### src/hdl/sfpb_pkg.sv
`timescale 1ns / 1ps
// ----------------------------------------------------------------------------
// sfpb_pkg: shared types and constants of the flash-programmer bridge
// Command codes, reply codes, the phase and sequence encodings and the
// functions that expand a queued job into its result words.
// ----------------------------------------------------------------------------
package sfpb_pkg;

    // Command codes of the host protocol.
    localparam logic [7:0] CMD_NOP       = 8'h00;
    localparam logic [7:0] CMD_Q_IFACE   = 8'h01;
    localparam logic [7:0] CMD_Q_CMDMAP  = 8'h02;
    localparam logic [7:0] CMD_Q_PGMNAME = 8'h03;
    localparam logic [7:0] CMD_Q_SERBUF  = 8'h04;
    localparam logic [7:0] CMD_Q_BUSTYPE = 8'h05;
    localparam logic [7:0] CMD_SYNCNOP   = 8'h10;
    localparam logic [7:0] CMD_S_BUSTYPE = 8'h12;
    localparam logic [7:0] CMD_O_SPIOP   = 8'h13;

    // Reply codes and fixed reply values.
    localparam logic [7:0] RSP_ACK      = 8'h06;
    localparam logic [7:0] RSP_NAK      = 8'h15;
    localparam logic [7:0] BUS_SPI      = 8'h08;
    localparam logic [7:0] IFACE_LO     = 8'h01;
    localparam logic [7:0] BUF_SIZE_B   = 8'hFF;
    localparam logic [7:0] SPI_CLOCK_FF = 8'hFF;

    localparam int NAME_BYTES     = 16;
    localparam int NAME_IDX_W     = $clog2(NAME_BYTES);
    localparam int CMD_MAP_BYTES  = 32;
    localparam int CMD_MAP_HEAD   = 4;
    localparam int MAX_RESULTS    = CMD_MAP_BYTES + 1;
    localparam int IDX_W          = $clog2(MAX_RESULTS);
    localparam int LEN_W          = 24;
    localparam int HDR_W          = 3;
    localparam int SFPB_QUEUE_DEPTH = 4;

    localparam logic [7:0] NAME_TABLE [NAME_BYTES] = '{
        8'h75, 8'h61, 8'h72, 8'h74, 8'h2D, 8'h73, 8'h70, 8'h69,
        8'h2D, 8'h62, 8'h72, 8'h69, 8'h64, 8'h67, 8'h65, 8'h00
    };

    localparam logic [7:0] CMD_MAP_TABLE [CMD_MAP_HEAD] = '{
        8'h3F, 8'h00, 8'h0D, 8'h00
    };

    // Header byte positions: three write-length bytes, then three read-length bytes.
    localparam logic [HDR_W-1:0] HDR_WR0 = 3'd0;
    localparam logic [HDR_W-1:0] HDR_WR1 = 3'd1;
    localparam logic [HDR_W-1:0] HDR_WR2 = 3'd2;
    localparam logic [HDR_W-1:0] HDR_RD0 = 3'd3;
    localparam logic [HDR_W-1:0] HDR_RD1 = 3'd4;
    localparam logic [HDR_W-1:0] HDR_RD2 = 3'd5;

    typedef enum logic [1:0] {
        KIND_HOST   = 2'd0,
        KIND_SPI    = 2'd1,
        KIND_SELECT = 2'd2
    } kind_t;

    typedef enum logic [2:0] {
        PH_IDLE      = 3'd0,
        PH_BUS_ARG   = 3'd1,
        PH_HEADER    = 3'd2,
        PH_WRITE     = 3'd3,
        PH_WRITE_RET = 3'd4,
        PH_READ_RET  = 3'd5
    } phase_t;

    // One job per accepted word that produces results.
    typedef enum logic [3:0] {
        SEQ_BYTE      = 4'd0,
        SEQ_IFACE     = 4'd1,
        SEQ_CMDMAP    = 4'd2,
        SEQ_NAME      = 4'd3,
        SEQ_SERBUF    = 4'd4,
        SEQ_BUSTYPE   = 4'd5,
        SEQ_SYNC      = 4'd6,
        SEQ_SPI_BYTE  = 4'd7,
        SEQ_SEL_ON    = 4'd8,
        SEQ_SEL_ON_FF = 4'd9,
        SEQ_SEL_PULSE = 4'd10,
        SEQ_CLOCK_FF  = 4'd11,
        SEQ_SEL_OFF   = 4'd12,
        SEQ_READ_FF   = 4'd13,
        SEQ_READ_OFF  = 4'd14
    } seq_t;

    typedef struct packed {
        seq_t       seq;
        logic [7:0] data;
    } job_t;

    typedef struct packed {
        kind_t      kind;
        logic [7:0] payload;
        logic       select_active;
    } res_t;

    // Index of the final word of a job.
    function automatic logic [IDX_W-1:0] seq_last_idx(seq_t seq);
        logic [IDX_W-1:0] n;
        case (seq)
            SEQ_IFACE:     n = IDX_W'(2);
            SEQ_CMDMAP:    n = IDX_W'(CMD_MAP_BYTES);
            SEQ_NAME:      n = IDX_W'(NAME_BYTES);
            SEQ_SERBUF:    n = IDX_W'(2);
            SEQ_BUSTYPE,
            SEQ_SYNC,
            SEQ_SEL_ON_FF,
            SEQ_SEL_PULSE,
            SEQ_READ_FF,
            SEQ_READ_OFF:  n = IDX_W'(1);
            default:       n = '0;
        endcase
        return n;
    endfunction

    // Word number idx of a job.
    function automatic res_t seq_item(seq_t seq, logic [IDX_W-1:0] idx,
                                      logic [7:0] data);
        res_t             r;
        logic [IDX_W-1:0] rel;
        logic             first;
        rel   = idx - IDX_W'(1);
        first = (idx == '0);
        r.kind          = KIND_HOST;
        r.payload       = 8'h00;
        r.select_active = 1'b0;
        case (seq)
            SEQ_BYTE:
                r.payload = data;
            SEQ_IFACE:
                r.payload = first ? RSP_ACK : ((idx == IDX_W'(1)) ? IFACE_LO : 8'h00);
            SEQ_CMDMAP:
            begin
                if (first)
                    r.payload = RSP_ACK;
                else if (rel < IDX_W'(CMD_MAP_HEAD))
                    r.payload = CMD_MAP_TABLE[rel[$clog2(CMD_MAP_HEAD)-1:0]];
            end
            SEQ_NAME:
                r.payload = first ? RSP_ACK : NAME_TABLE[rel[NAME_IDX_W-1:0]];
            SEQ_SERBUF:
                r.payload = first ? RSP_ACK : BUF_SIZE_B;
            SEQ_BUSTYPE:
                r.payload = first ? RSP_ACK : BUS_SPI;
            SEQ_SYNC:
                r.payload = first ? RSP_NAK : RSP_ACK;
            SEQ_SPI_BYTE:
            begin
                r.kind          = KIND_SPI;
                r.payload       = data;
                r.select_active = 1'b1;
            end
            SEQ_SEL_ON:
            begin
                r.kind          = KIND_SELECT;
                r.select_active = 1'b1;
            end
            SEQ_SEL_ON_FF:
            begin
                r.kind          = first ? KIND_SELECT : KIND_SPI;
                r.payload       = first ? 8'h00 : SPI_CLOCK_FF;
                r.select_active = 1'b1;
            end
            SEQ_SEL_PULSE:
            begin
                r.kind          = KIND_SELECT;
                r.select_active = first;
            end
            SEQ_CLOCK_FF:
            begin
                r.kind          = KIND_SPI;
                r.payload       = SPI_CLOCK_FF;
                r.select_active = 1'b1;
            end
            SEQ_SEL_OFF:
                r.kind = KIND_SELECT;
            SEQ_READ_FF:
            begin
                r.kind          = first ? KIND_HOST : KIND_SPI;
                r.payload       = first ? data : SPI_CLOCK_FF;
                r.select_active = 1'b1;
            end
            SEQ_READ_OFF:
            begin
                r.kind          = first ? KIND_HOST : KIND_SELECT;
                r.payload       = first ? data : 8'h00;
                r.select_active = first;
            end
            default:
                r.payload = 8'h00;
        endcase
        return r;
    endfunction

endpackage

### src/hdl/sfpb_channels.sv
`timescale 1ns / 1ps
// ----------------------------------------------------------------------------
// sfpb channels: valid/ready interfaces of the bridge
// The input channel carries received words, the output channel result words.
// ----------------------------------------------------------------------------
interface sfpb_item_if;
    logic       valid;
    logic       ready;
    logic       op;
    logic [7:0] data;

    modport source (output valid, output op, output data, input ready);
    modport sink   (input valid, input op, input data, output ready);
endinterface

interface sfpb_result_if;
    logic       valid;
    logic       ready;
    logic [1:0] kind;
    logic [7:0] payload;
    logic       select_active;
    logic       last;

    modport source (output valid, output kind, output payload,
                    output select_active, output last, input ready);
    modport sink   (input valid, input kind, input payload,
                    input select_active, input last, output ready);
endinterface

### src/hdl/sfpb_front.sv
`timescale 1ns / 1ps
// ----------------------------------------------------------------------------
// sfpb_front: protocol tracker
// Follows the command phase and SPI transfer lengths for every accepted
// word and turns each word that has results into one job for the queue.
// ----------------------------------------------------------------------------
module sfpb_front (
    input  logic           clk,
    input  logic           rst_n,
    input  logic           fire,
    input  logic           op,
    input  logic [7:0]     data,
    output logic           push,
    output sfpb_pkg::job_t job
);
    import sfpb_pkg::*;

    phase_t             phase_reg,     phase_next;
    logic [HDR_W-1:0]   hdr_idx_reg,   hdr_idx_next;
    logic [LEN_W-1:0]   write_left_reg, write_left_next;
    logic [LEN_W-1:0]   read_left_reg,  read_left_next;

    logic [LEN_W-1:0]   write_dec;
    logic [LEN_W-1:0]   read_dec;
    logic [LEN_W-1:0]   read_full;

    assign write_dec = write_left_reg - LEN_W'(1);
    assign read_dec  = read_left_reg - LEN_W'(1);
    // Read length once its top byte arrives.
    assign read_full = {data, read_left_reg[15:0]};

    // Next state.
    always_comb
    begin
        phase_next      = phase_reg;
        hdr_idx_next    = hdr_idx_reg;
        write_left_next = write_left_reg;
        read_left_next  = read_left_reg;
        if (fire)
        begin
            if (!op)
            begin
                unique case (phase_reg)
                    PH_IDLE:
                    begin
                        if (data == CMD_S_BUSTYPE)
                            phase_next = PH_BUS_ARG;
                        else if (data == CMD_O_SPIOP)
                        begin
                            phase_next      = PH_HEADER;
                            hdr_idx_next    = '0;
                            write_left_next = '0;
                            read_left_next  = '0;
                        end
                    end
                    PH_BUS_ARG:
                        phase_next = PH_IDLE;
                    PH_HEADER:
                    begin
                        case (hdr_idx_reg)
                            HDR_WR0: write_left_next[7:0]   = data;
                            HDR_WR1: write_left_next[15:8]  = data;
                            HDR_WR2: write_left_next[23:16] = data;
                            HDR_RD0: read_left_next[7:0]    = data;
                            HDR_RD1: read_left_next[15:8]   = data;
                            HDR_RD2: read_left_next[23:16]  = data;
                            default: read_left_next         = read_left_reg;
                        endcase
                        if (hdr_idx_reg == HDR_RD2)
                        begin
                            hdr_idx_next = '0;
                            if (write_left_reg != '0)
                                phase_next = PH_WRITE;
                            else if (read_full != '0)
                                phase_next = PH_READ_RET;
                            else
                                phase_next = PH_IDLE;
                        end
                        else
                            hdr_idx_next = hdr_idx_reg + HDR_W'(1);
                    end
                    PH_WRITE:
                    begin
                        write_left_next = write_dec;
                        phase_next      = PH_WRITE_RET;
                    end
                    default:
                        phase_next = phase_reg;
                endcase
            end
            else if (phase_reg == PH_WRITE_RET)
            begin
                if (write_left_reg != '0)
                    phase_next = PH_WRITE;
                else if (read_left_reg != '0)
                    phase_next = PH_READ_RET;
                else
                    phase_next = PH_IDLE;
            end
            else if (phase_reg == PH_READ_RET)
            begin
                read_left_next = read_dec;
                phase_next     = (read_dec != '0) ? PH_READ_RET : PH_IDLE;
            end
        end
    end

    // Job for the back part.
    always_comb
    begin
        push     = 1'b0;
        job.seq  = SEQ_BYTE;
        job.data = data;
        if (fire)
        begin
            if (!op)
            begin
                unique case (phase_reg)
                    PH_IDLE:
                    begin
                        push = 1'b1;
                        case (data)
                            CMD_NOP:       job.data = RSP_ACK;
                            CMD_Q_IFACE:   job.seq  = SEQ_IFACE;
                            CMD_Q_CMDMAP:  job.seq  = SEQ_CMDMAP;
                            CMD_Q_PGMNAME: job.seq  = SEQ_NAME;
                            CMD_Q_SERBUF:  job.seq  = SEQ_SERBUF;
                            CMD_Q_BUSTYPE: job.seq  = SEQ_BUSTYPE;
                            CMD_SYNCNOP:   job.seq  = SEQ_SYNC;
                            CMD_S_BUSTYPE: push     = 1'b0;
                            CMD_O_SPIOP:   job.data = RSP_ACK;
                            default:       job.data = RSP_NAK;
                        endcase
                    end
                    PH_BUS_ARG:
                    begin
                        push     = 1'b1;
                        job.data = ((data | BUS_SPI) == BUS_SPI) ? RSP_ACK : RSP_NAK;
                    end
                    PH_HEADER:
                    begin
                        if (hdr_idx_reg == HDR_RD2)
                        begin
                            push = 1'b1;
                            if (write_left_reg != '0)
                                job.seq = SEQ_SEL_ON;
                            else if (read_full != '0)
                                job.seq = SEQ_SEL_ON_FF;
                            else
                                job.seq = SEQ_SEL_PULSE;
                        end
                    end
                    PH_WRITE:
                    begin
                        push    = 1'b1;
                        job.seq = SEQ_SPI_BYTE;
                    end
                    default:
                        push = 1'b0;
                endcase
            end
            else if (phase_reg == PH_WRITE_RET)
            begin
                push = (write_left_reg == '0);
                job.seq = (read_left_reg != '0) ? SEQ_CLOCK_FF : SEQ_SEL_OFF;
            end
            else if (phase_reg == PH_READ_RET)
            begin
                push    = 1'b1;
                job.seq = (read_dec != '0) ? SEQ_READ_FF : SEQ_READ_OFF;
            end
        end
    end

    always_ff @(posedge clk or negedge rst_n)
    begin
        if (!rst_n)
        begin
            phase_reg      <= PH_IDLE;
            hdr_idx_reg    <= '0;
            write_left_reg <= '0;
            read_left_reg  <= '0;
        end
        else
        begin
            phase_reg      <= phase_next;
            hdr_idx_reg    <= hdr_idx_next;
            write_left_reg <= write_left_next;
            read_left_reg  <= read_left_next;
        end
    end

endmodule

### src/hdl/sfpb_queue.sv
`timescale 1ns / 1ps
// ----------------------------------------------------------------------------
// sfpb_queue: job queue between front and back
// A small register FIFO; the head entry is presented without delay.
// ----------------------------------------------------------------------------
module sfpb_queue #(
    parameter int DEPTH = sfpb_pkg::SFPB_QUEUE_DEPTH
) (
    input  logic           clk,
    input  logic           rst_n,
    input  logic           push,
    input  sfpb_pkg::job_t job_in,
    output logic           full,
    input  logic           pop,
    output logic           valid,
    output sfpb_pkg::job_t job_out
);
    import sfpb_pkg::*;

    localparam int PTR_W = $clog2(DEPTH);
    localparam int CNT_W = $clog2(DEPTH + 1);

    job_t             entries_reg [DEPTH];
    logic [PTR_W-1:0] wr_ptr_reg, wr_ptr_next;
    logic [PTR_W-1:0] rd_ptr_reg, rd_ptr_next;
    logic [CNT_W-1:0] count_reg,  count_next;
    logic             do_push;
    logic             do_pop;

    assign full    = (count_reg == CNT_W'(DEPTH));
    assign valid   = (count_reg != '0);
    assign job_out = entries_reg[rd_ptr_reg];
    assign do_push = push && !full;
    assign do_pop  = pop && valid;

    always_comb
    begin
        wr_ptr_next = wr_ptr_reg;
        rd_ptr_next = rd_ptr_reg;
        count_next  = count_reg;
        if (do_push)
            wr_ptr_next = (wr_ptr_reg == PTR_W'(DEPTH - 1)) ? '0 : wr_ptr_reg + PTR_W'(1);
        if (do_pop)
            rd_ptr_next = (rd_ptr_reg == PTR_W'(DEPTH - 1)) ? '0 : rd_ptr_reg + PTR_W'(1);
        if (do_push && !do_pop)
            count_next = count_reg + CNT_W'(1);
        else if (do_pop && !do_push)
            count_next = count_reg - CNT_W'(1);
    end

    always_ff @(posedge clk or negedge rst_n)
    begin
        if (!rst_n)
        begin
            wr_ptr_reg <= '0;
            rd_ptr_reg <= '0;
            count_reg  <= '0;
        end
        else
        begin
            wr_ptr_reg <= wr_ptr_next;
            rd_ptr_reg <= rd_ptr_next;
            count_reg  <= count_next;
        end
    end

    always_ff @(posedge clk)
    begin
        if (do_push)
            entries_reg[wr_ptr_reg] <= job_in;
    end

endmodule

### src/hdl/sfpb_back.sv
`timescale 1ns / 1ps
// ----------------------------------------------------------------------------
// sfpb_back: result sequencer
// Steps through the words of the job at the head of the queue into a
// registered output stage, one word per cycle while it is empty or draining.
// ----------------------------------------------------------------------------
module sfpb_back (
    input  logic           clk,
    input  logic           rst_n,
    input  logic           job_valid,
    input  sfpb_pkg::job_t job,
    output logic           pop,
    output logic           out_valid,
    output sfpb_pkg::res_t out_res,
    output logic           out_last,
    input  logic           out_ready
);
    import sfpb_pkg::*;

    logic [IDX_W-1:0] idx_reg,   idx_next;
    logic             valid_reg, valid_next;
    res_t             res_reg;
    logic             last_reg;
    logic             issue;
    logic             at_last;

    // A word moves into the output stage when it is empty or being drained.
    assign issue   = job_valid && (!valid_reg || out_ready);
    assign at_last = (idx_reg == seq_last_idx(job.seq));
    assign pop     = issue && at_last;

    always_comb
    begin
        idx_next   = idx_reg;
        valid_next = valid_reg;
        if (issue)
        begin
            idx_next   = at_last ? '0 : idx_reg + IDX_W'(1);
            valid_next = 1'b1;
        end
        else if (out_ready)
            valid_next = 1'b0;
    end

    always_ff @(posedge clk or negedge rst_n)
    begin
        if (!rst_n)
        begin
            idx_reg   <= '0;
            valid_reg <= 1'b0;
        end
        else
        begin
            idx_reg   <= idx_next;
            valid_reg <= valid_next;
        end
    end

    always_ff @(posedge clk)
    begin
        if (issue)
        begin
            res_reg  <= seq_item(job.seq, idx_reg, job.data);
            last_reg <= at_last;
        end
    end

    assign out_valid = valid_reg;
    assign out_res   = res_reg;
    assign out_last  = last_reg;

endmodule

### src/hdl/serial_flash_programmer_bridge_top.sv
`timescale 1ns / 1ps
// ----------------------------------------------------------------------------
// serial_flash_programmer_bridge_top: serial flash-programmer protocol bridge
// Parses host commands and SPI return bytes and produces host replies,
// SPI transmit bytes and chip-select changes.
// ----------------------------------------------------------------------------
// Usage. The item channel takes one word per handshake: op low for a byte
// from the host, op high for a byte returned by an SPI exchange. The result
// channel gives one word per handshake: kind says whether the byte goes to
// the host, to the SPI shifter, or whether the word is only a chip-select
// change; select_active is the select level after that word, and last marks
// the final word caused by one input word.
// The first result word of an input word is queued when the input word is
// accepted and then moves into the sequencer's registered output stage.
// Throughput: one input word per cycle while the job queue (QUEUE_DEPTH
// entries) has room, and one result word per cycle out of the result
// sequencer while the receiver takes them. A query that answers with many
// words, such as the 33-word command map, holds the sequencer until its
// last word is out; input words are still accepted until the queue fills.
// Reset clears the protocol phase, transfer lengths, queue and output stage;
// select is deasserted. When the receiver stalls, the current result word
// holds in the output register and the queue absorbs further jobs before the
// item channel drops ready.
// ----------------------------------------------------------------------------
module serial_flash_programmer_bridge_top #(
    parameter int QUEUE_DEPTH = sfpb_pkg::SFPB_QUEUE_DEPTH
) (
    input  logic          clk,
    input  logic          rst_n,
    sfpb_item_if.sink     item,
    sfpb_result_if.source result
);
    import sfpb_pkg::*;

    // Front to queue.
    logic fire;
    logic q_push;
    job_t q_job_in;
    logic q_full;

    // Queue to back.
    logic q_valid;
    logic q_pop;
    job_t q_job_out;

    // Back output stage.
    logic out_valid;
    res_t out_res;
    logic out_last;

    // The front never stalls on its own: it only waits for queue room.
    assign item.ready = !q_full;
    assign fire       = item.valid && !q_full;

    sfpb_front u_front (
        .clk   (clk),
        .rst_n (rst_n),
        .fire  (fire),
        .op    (item.op),
        .data  (item.data),
        .push  (q_push),
        .job   (q_job_in)
    );

    sfpb_queue #(
        .DEPTH (QUEUE_DEPTH)
    ) u_queue (
        .clk     (clk),
        .rst_n   (rst_n),
        .push    (q_push),
        .job_in  (q_job_in),
        .full    (q_full),
        .pop     (q_pop),
        .valid   (q_valid),
        .job_out (q_job_out)
    );

    sfpb_back u_back (
        .clk       (clk),
        .rst_n     (rst_n),
        .job_valid (q_valid),
        .job       (q_job_out),
        .pop       (q_pop),
        .out_valid (out_valid),
        .out_res   (out_res),
        .out_last  (out_last),
        .out_ready (result.ready)
    );

    assign result.valid         = out_valid;
    assign result.kind          = out_res.kind;
    assign result.payload       = out_res.payload;
    assign result.select_active = out_res.select_active;
    assign result.last          = out_last;

    // The front only produces a job when it accepted a word.
    a_push_needs_fire : assert property (@(posedge clk) disable iff (!rst_n)
        q_push |-> fire)
        else $error("job pushed without an accepted word");

    // Retiring a job leaves its final word in the output stage.
    a_pop_marks_last : assert property (@(posedge clk) disable iff (!rst_n)
        q_pop |=> (result.valid && result.last))
        else $error("job retired without a last word");

    // Select-only words carry a zero byte.
    a_select_zero : assert property (@(posedge clk) disable iff (!rst_n)
        (result.valid && result.kind == KIND_SELECT) |-> (result.payload == 8'h00))
        else $error("select word with non-zero payload");

endmodule

### src/flat_wrapper.sv
// flat-port wrapper written by rule: the top's interface ports become plain ports
module serial_flash_programmer_bridge_top_flat import sfpb_pkg::*;
#(
    parameter int QUEUE_DEPTH = sfpb_pkg::SFPB_QUEUE_DEPTH
)
  (clk, rst_n, item_valid, item_op, item_data, item_ready, result_valid, result_kind, result_payload, result_select_active, result_last, result_ready);
  sfpb_item_if item_i ();
  sfpb_result_if result_i ();
  input  logic clk;
  input  logic rst_n;
  input wire logic [$bits(item_i.valid)-1:0] item_valid;
  input wire logic [$bits(item_i.op)-1:0] item_op;
  input wire logic [$bits(item_i.data)-1:0] item_data;
  output wire logic [$bits(item_i.ready)-1:0] item_ready;
  output wire logic [$bits(result_i.valid)-1:0] result_valid;
  output wire logic [$bits(result_i.kind)-1:0] result_kind;
  output wire logic [$bits(result_i.payload)-1:0] result_payload;
  output wire logic [$bits(result_i.select_active)-1:0] result_select_active;
  output wire logic [$bits(result_i.last)-1:0] result_last;
  input wire logic [$bits(result_i.ready)-1:0] result_ready;
  assign item_i.valid = item_valid;
  assign item_i.op = item_op;
  assign item_i.data = item_data;
  assign item_ready = item_i.ready;
  assign result_valid = result_i.valid;
  assign result_kind = result_i.kind;
  assign result_payload = result_i.payload;
  assign result_select_active = result_i.select_active;
  assign result_last = result_i.last;
  assign result_i.ready = result_ready;
  serial_flash_programmer_bridge_top #(.QUEUE_DEPTH(QUEUE_DEPTH)) u_core (.clk(clk), .rst_n(rst_n), .item(item_i), .result(result_i));
endmodule
### config.mk
export PLATFORM = sky130hd
export DESIGN_NAME = serial_flash_programmer_bridge_top_flat
export DESIGN_NICKNAME = d
export VERILOG_FILES = /design/src/hdl/sfpb_pkg.sv /design/src/hdl/sfpb_channels.sv /design/src/hdl/sfpb_front.sv /design/src/hdl/sfpb_queue.sv /design/src/hdl/sfpb_back.sv /design/src/hdl/serial_flash_programmer_bridge_top.sv /design/src/flat_wrapper.sv
export SDC_FILE = /design/constraint.sdc
export NUM_CORES = 1
export LEC_CHECK = 0
export ABC_CLOCK_PERIOD_IN_PS = 3500
export BUFFER_PORTS_ARGS = -buffer_cell sky130_fd_sc_hd__buf_2
export CAP_MARGIN = 0
export CORE_UTILIZATION = 50
export DETAILED_ROUTE_END_ITERATION = 10
export HOLD_SLACK_MARGIN = 0.03
export MAX_ROUTING_LAYER = met4
export PLACE_DENSITY = 0.75
export SYNTH_ARGS = -nofsm -noshare
export SYNTH_HDL_FRONTEND = slang
export SYNTH_HIERARCHICAL = 1
export SYNTH_SLANG_ARGS = --single-unit
### constraint.sdc
create_clock -name clk -period 3.5 [get_ports clk]
set_clock_uncertainty 0.1 [all_clocks]
set_input_delay 0.7 -clock clk [delete_from_list [all_inputs] [get_ports clk]]
set_output_delay 0.7 -clock clk [all_outputs]
set_load 0.1 [all_outputs]
==> results of run 1 <==
-- cell families (layout without fill, tap and decap cells) --
kind of cell,count (synthesis),count (layout),share of synthesized area
muxes,26,26,0.0516
and+or+nand+nor,344,344,0.229
buffers and inverters,93,136,0.0495
AOI/OAI and AO/OA,263,263,0.191
xor gates and xnor gates,16,16,0.0211
adders and majority gates,22,22,0.0339
DFF,128,128,0.424
-- timing repair --
item,CTS,global route
setup endpoints to repair,0,14
hold endpoints to repair,0,0
resized for setup,0,5
-- worst max-delay path by stage --
| stage | end | slack [ns] | cells after the start |
|---|---|---|---|
| floorplan | u_core/u_queue/count_reg[1] | -0.006 | 15 |
| global placement | u_core/u_queue/count_reg[1] | 0.05 | 12 |
| detailed placement | u_core/u_queue/count_reg[1] | 0.02 | 12 |
| CTS | u_core/u_queue/entries_reg[3][3] | 0.07 | 7 |
| global route | u_core/u_queue/count_reg[2] | -0.006 | 15 |
| finish | u_core/u_queue/count_reg[2] | 0.17 | 12 |
-- through the flow --
stage / hold slack (ns) / util
2_1_floorplan: 0.304 / -
3_3_place_gp: 0.382 / 0.546
3_5_place_dp: 0.382 / 0.546
4_1_cts: 0.336 / 0.585
5_1_grt: 0.369 / 0.586
6_report: 0.295 / 0.586
-- area by class of cell --
| cell class | instances | area (sq um) |
|---|---|---|
| tap | 216 | 270 |
| inverter | 33 | 124 |
| fill | 1403 | 6620 |
| timing repair buffer | 71 | 470 |
| clock inverter | 14 | 204 |
| sequential | 128 | 3500 |
| clock buffer | 18 | 429 |
| multi-input combinational | 671 | 4380 |
-- power by group through the flow --
stage,logic (mW),clock network [mW],registers [mW]
after floorplan,2.66,0,2.82
after global placement,3.81,0,2.45
after detailed placement,3.87,0,2.47
after CTS,3.90,1.90,2.45
after global routing,4.34,1.96,2.53
final,3.97,1.88,2.46
-- layout by cell type (no fill, tap or decap), types with 6 or more instances in the layout --
cell type and n:
or4_1 7, nor3_1 35, edfxtp_1 60, o22ai_1 25, a211oi_1 9, nor2_1 72
nand3b_1 6, nand4_1 13, nor4_1 22, a21oi_1 73, nor3b_1 6, mux2i_1 7
and2_1 9, xnor2_1 10, buf_2 25, buf_4 46, nor2b_1 9, o31ai_1 10
nand3_1 27, inv_1 32, nand2b_1 11, ha_1 18, a31oi_1 15, nand2_1 66
and3_1 13, o21ai_1 37, mux4_2 12, dfrtp_1 67, clkbuf_16 17, or3_1 6
o21ai_0 49
-- synth_stat cells (all sizes together) (15+ instances only) --
| master | count | area share |
|---|---|---|
| nand2 | 67 | 0.031 |
| nand3 | 27 | 0.016 |
| ha | 20 | 0.030 |
| a21oi | 73 | 0.044 |
| edfxtp | 60 | 0.22 |
| clkbuf | 43 | 0.020 |
| o21ai | 86 | 0.052 |
| nor4 | 23 | 0.018 |
| a31oi | 15 | 0.011 |
| dfrtp | 68 | 0.21 |
| inv | 32 | 0.015 |
| nor3 | 36 | 0.022 |
| o22ai | 25 | 0.019 |
| buf | 17 | 0.015 |
| nor2 | 74 | 0.035 |
-- routing by layer --
metal  up-vias  GRT usage  routed length [microns]
li1       3422          -                        -
met1      3417      0.370                     9440
met2       373      0.389                     9300
met3        48     0.0839                     2050
met4         0      0.100                      437
met5         -          -                        0
-- worst reg2reg max path: stages (launching register included) --
cell     delay [ns]
dfrtp_1        0.43
or4_4          0.57
or3_1          0.34
or3_4          0.38
nand2_1        0.06
and3_1         0.19
nor2b_4        0.17
ha_1           0.17
inv_1          0.05
fa_1           0.37
xor2_1         0.16
nor2_1         0.11
xor2_1         0.15
==> run summary, run 1 <==
Status -> finished, final reports clean
Clock sinks -> 128
1st-iter DRT viols -> 865
Clock Power Share -> 0.226
CP required -> 3.74 ns
Endpoints failing hold -> 0
Routed WL per cell -> 18.4 microns
Pwr Total -> 8.31 mW
Top-level I/O count -> 27
Worst path slowest cell -> or4_4
Layout Cells excl Fill -> 1151
CP Launch Type -> flop
Post-synthesis register bit count -> 128
Largest net degree at the start of global routing -> 69
P_sw -> 3.62 mW
First-pass GRT wire length -> 34.3 mm
Row cnt -> 46
Number of CTS-inserted buffers -> 17
Placeable Area -> 16000 sq um
Clk pin slew, worst setup/hold paths -> 0.06 ns
Fin nets -> 956
Avg Cell Area, Syn -> 9.26 sq um
R2R Setup Slk -> 0.17 ns
Area delta synth->final -> 13.5%
Post-Place Cells -> 1119
Clock Path Buffers -> 2
Initial core utilization -> 0.516
Setup crit start -> u_core/u_front/write_left_reg[17]
Post-synth EDFFs -> 60
Setup TNS -> 0 ns
Leakage Power -> 3.60 nW
CP bufs+invs -> 1
Crit path largest cell delay -> 0.57 ns
Worst skew pair latency -> 0.42 ns
Crit-path leading delay family -> simple AND/OR/NAND/NOR gates
Hold buffers post-CTS -> 0
Final setup vio count -> 0
Tot GR Track Use -> 0.275
# port buffers -> 26
H-tree levels -> 4
Sw Ratio -> 0.436
VDD IR max -> 0.000585 V
Synth Warn # -> 6
CP cell instances -> or4_4 > or3_1 > or3_4 > nand2_1 > and3_1 > nor2b_4 > ha_1 > inv_1 > fa_1 > xor2_1 > nor2_1 > xor2_1
CP endpoint kind -> flop
Gate power share -> 0.478
Max_cap viols -> 0
CP Max Fanout -> 6
Synth async-reset ratio -> 0.531
Synthesized Nets -> 926
Pint -> 4.69 mW
Inserted Diodes -> 0
RD Place Congestion -> 0.949
Worst slew margin -> 0.244
Pwr/cell area -> 886 nW/um^2
Clk root buf -> clkbuf_16
Postcts setup bufs -> 0
Cell area after layout -> 9380 sq um
Worst slew pin tran -> 1.13 ns
Synthesized area -> 8260 sq um
HP Class -> input port to asynchronous set/reset pin
DRT Wirelength -> 21.2 mm
DR pass1 iterations -> 5
Pre-CTS setup slack -> 0.0211 ns
Reg power frac -> 0.296
Setup CP Type -> flop to flop
Die width -> 131 microns
Synth cell types -> 84
Max frequency -> 300 MHz
Max Slew Vio Count -> 0
Vias in the first global route -> 6648
Layout cells sized above 1 -> 0.166
Fin crit period -> 3.33 ns
Top FF cell, synth -> dfrtp_1
Via Count -> 7260
Mapped Cells -> 892
Die H -> 131 microns
Total grt overflow -> 0
Full die area -> 17000 sq um
Register area share after synthesis -> 0.424
Final WS setup -> 0.171 ns
Critical R2R Launch -> u_core/u_front/write_left_reg[17]
Largest register FFs -> 48
Vias per cell -> 6.31
R2r endpoint -> u_core/u_queue/count_reg[2]
RSZ-0062 raised after global routing -> true
Worst R2R Path Depth -> 12
Period utilisation layout -> 0.951
Area post-placement -> 8730 sq um
CTS tree -> done
DP HPWL -> 14.9 mm
DRC -> 0
Most frequent cell on the critical path -> xor2_1
CP arrival -> 3.57 ns
Final ANT Viol Nets -> 0
Initial antenna violation count -> 0
(Power assumes the default switching activity.)
==> run 2: changes to the inputs <==
==> constraint.sdc (replaced) <==
create_clock -name clk -period 3.5 [get_ports clk]
set_clock_uncertainty 0.1 [all_clocks]
set_input_delay 0.175 -clock clk [delete_from_list [all_inputs] [get_ports clk]]
set_output_delay 0.175 -clock clk [all_outputs]
set_load 0.1 [all_outputs]
==> run summary, run 2 (synthesis results as in run 1) <==
# port buffers -> 26 (unchanged)
Initial core utilization -> 0.516 (unchanged)
Critical R2R Launch -> u_core/u_queue/rd_ptr_reg[0] (was u_core/u_front/write_left_reg[17])
Leakage Power -> 3.62 nW (was 3.60 nW)
Period utilisation layout -> 0.979 (was 0.951)
Area post-placement -> 8720 sq um (was 8730 sq um)
DR pass1 iterations -> 6 (was 5)
Layout cells sized above 1 -> 0.177 (was 0.166)
Setup crit start -> u_core/u_queue/rd_ptr_reg[0] (was u_core/u_front/write_left_reg[17])
Worst slew pin tran -> 1.07 ns (was 1.13 ns)
HP Class -> input port to asynchronous set/reset pin (unchanged)
DP HPWL -> 14.9 mm (about the same)
CP endpoint kind -> flop (unchanged)
Final ANT Viol Nets -> 0 (unchanged)
1st-iter DRT viols -> 783 (was 865)
CP Launch Type -> flop (unchanged)
Worst slew margin -> 0.282 (was 0.244)
Full die area -> 17000 sq um (unchanged)
Setup TNS -> 0 ns (unchanged)
Vias per cell -> 6.28 (was 6.31)
Fillers -> 1349 (was 1403)
First-pass GRT wire length -> 34.3 mm (unchanged)
Max Slew Vio Count -> 0 (unchanged)
RD Place Congestion -> 0.975 (was 0.949)
Most frequent cells in the layout -> 72 x a21oi_1, 72 x nor2_1, 67 x dfrtp_1 (was 73 x a21oi_1, 72 x nor2_1, 67 x dfrtp_1)
DRT Wirelength -> 21.8 mm (was 21.2 mm)
Clk pin slew, worst setup/hold paths -> 0.06 ns (about the same)
CP required -> 3.70 ns (was 3.74 ns)
Setup CP Type -> flop to flop (unchanged)
Final core utilization -> 0.592 (was 0.586)
R2r endpoint -> u_core/u_queue/count_reg[1] (was u_core/u_queue/count_reg[2])
Final setup vio count -> 0 (unchanged)
Initial antenna violation count -> 0 (unchanged)
Max frequency -> 292 MHz (was 300 MHz)
Cell area after layout -> 9470 sq um (was 9380 sq um)
Area delta synth->final -> 14.6% (was 13.5%)
Crit path largest cell delay -> 0.58 ns (was 0.57 ns)
Tot GR Track Use -> 0.273 (was 0.275)
Placeable Area -> 16000 sq um (unchanged)
Final WS setup -> 0.0750 ns (was 0.171 ns)
CP Max Fanout -> 5 (was 6)
Pwr Total -> 8.28 mW (was 8.31 mW)
Vias in the first global route -> 6537 (was 6648)
Max_cap viols -> 0 (unchanged)
R2R Setup Slk -> 0.07 ns (was 0.17 ns)
Routed WL per cell -> 18.8 microns (was 18.4 microns)
Worst path slowest cell -> mux4_2 (was or4_4)
Largest register FFs -> 48 (unchanged)
Status -> finished, final reports clean (unchanged)
Worst skew pair latency -> 0.42 ns (about the same)
DRC -> 0 (unchanged)
Fin nets -> 961 (was 956)
Layout Cells excl Fill -> 1156 (was 1151)
Row cnt -> 46 (unchanged)
Clock Path Buffers -> 2 (unchanged)
Worst hold slack -> 0.0784 ns (was 0.295 ns)
VDD IR max -> 0.000602 V (was 0.000585 V)
Via Count -> 7265 (was 7260)
Pwr/cell area -> 874 nW/um^2 (was 886 nW/um^2)
Inserted Diodes -> 0 (unchanged)
Post-Place Cells -> 1119 (unchanged)
H-tree levels -> 4 (unchanged)
Clock sinks -> 128 (unchanged)
Endpoints failing hold -> 0 (unchanged)
Pre-CTS setup slack -> 0.0771 ns (was 0.0211 ns)
Number of CTS-inserted buffers -> 17 (unchanged)
Die H -> 131 microns (unchanged)
CP cell instances -> buf_6 > mux4_2 > ha_4 > nor2b_2 > a21oi_1 > mux2_2 > nor4b_4 > and2_4 > nand2_4 > ha_4 > inv_2 > fa_1 > mux2_2 (was or4_4 > or3_1 > or3_4 > nand2_1 > and3_1 > nor2b_4 > ha_1 > inv_1 > fa_1 > xor2_1 > nor2_1 > xor2_1)
Largest net degree at the start of global routing -> 38 (was 69)
CP arrival -> 3.63 ns (was 3.57 ns)
Total grt overflow -> 0 (unchanged)
Die width -> 131 microns (unchanged)
Worst R2R Path Depth -> 13 (was 12)
Top-level I/O count -> 27 (unchanged)
Fin crit period -> 3.43 ns (was 3.33 ns)
CTS tree -> done (unchanged)
Clk root buf -> clkbuf_16 (unchanged)
## run 2: worst max path at each step
| stage | to | depth (start not counted) |
|---|---|---|
| 2_1_floorplan | u_core/u_queue/count_reg[1] | 15 |
| 3_3_place_gp | u_core/u_queue/count_reg[2] | 15 |
| 3_5_place_dp | u_core/u_queue/count_reg[2] | 15 |
| 4_1_cts | u_core/u_queue/count_reg[2] | 15 |
| 5_1_grt | u_core/u_queue/count_reg[1] | 13 |
| 6_report | u_core/u_queue/count_reg[1] | 13 |
## run 2: repair_timing
action	4_1_cts	5_1_grt
setup endpoints to repair	1	2
endpoints found under the hold margin	69	0
pin swaps	0	4
gates resized for setup	0	23
hold buffers	2	0
setup buffers	2	2
## run 2: final cells by class
cell class                      count  area, sq um  area share
Clock buffer                       18          429      0.0453
Clock inverter                     14          168      0.0177
Timing Repair Buffer               76          514      0.0543
Tap cell                          216          270      0.0285
Multi-Input combinational cell    671         4450       0.471
Inverter                           33          126      0.0133
Sequential cell                   128         3500       0.370
## run 2: worst max-delay path: cells and delay by family (launching register included)
kind                     cells  cell delay [ns]
adder cells (fa/ha/maj)      3             0.78
buffers and inverters        2             0.17
AO/OA/AOI/OAI                1             0.18
AND/OR/NAND/NOR              4             0.63
multiplexers                 3             1.03
flip-flops                   1             0.40
## run 2: report_power, final
part | internal (mW) | leakage [nW] | switching [mW]
clock network | 1.12 | 0.287 | 0.664
logic | 1.48 | 1.90 | 2.57
registers | 2.06 | 1.44 | 0.389
## run 2: per-layer routing
metal	global-route usage	vias up	part of all wire
li1	-	3427	-
met1	0.380	3449	0.44
met2	0.389	357	0.45
met3	0.0660	32	0.089
met4	0.0872	0	0.015
met5	-	-	0
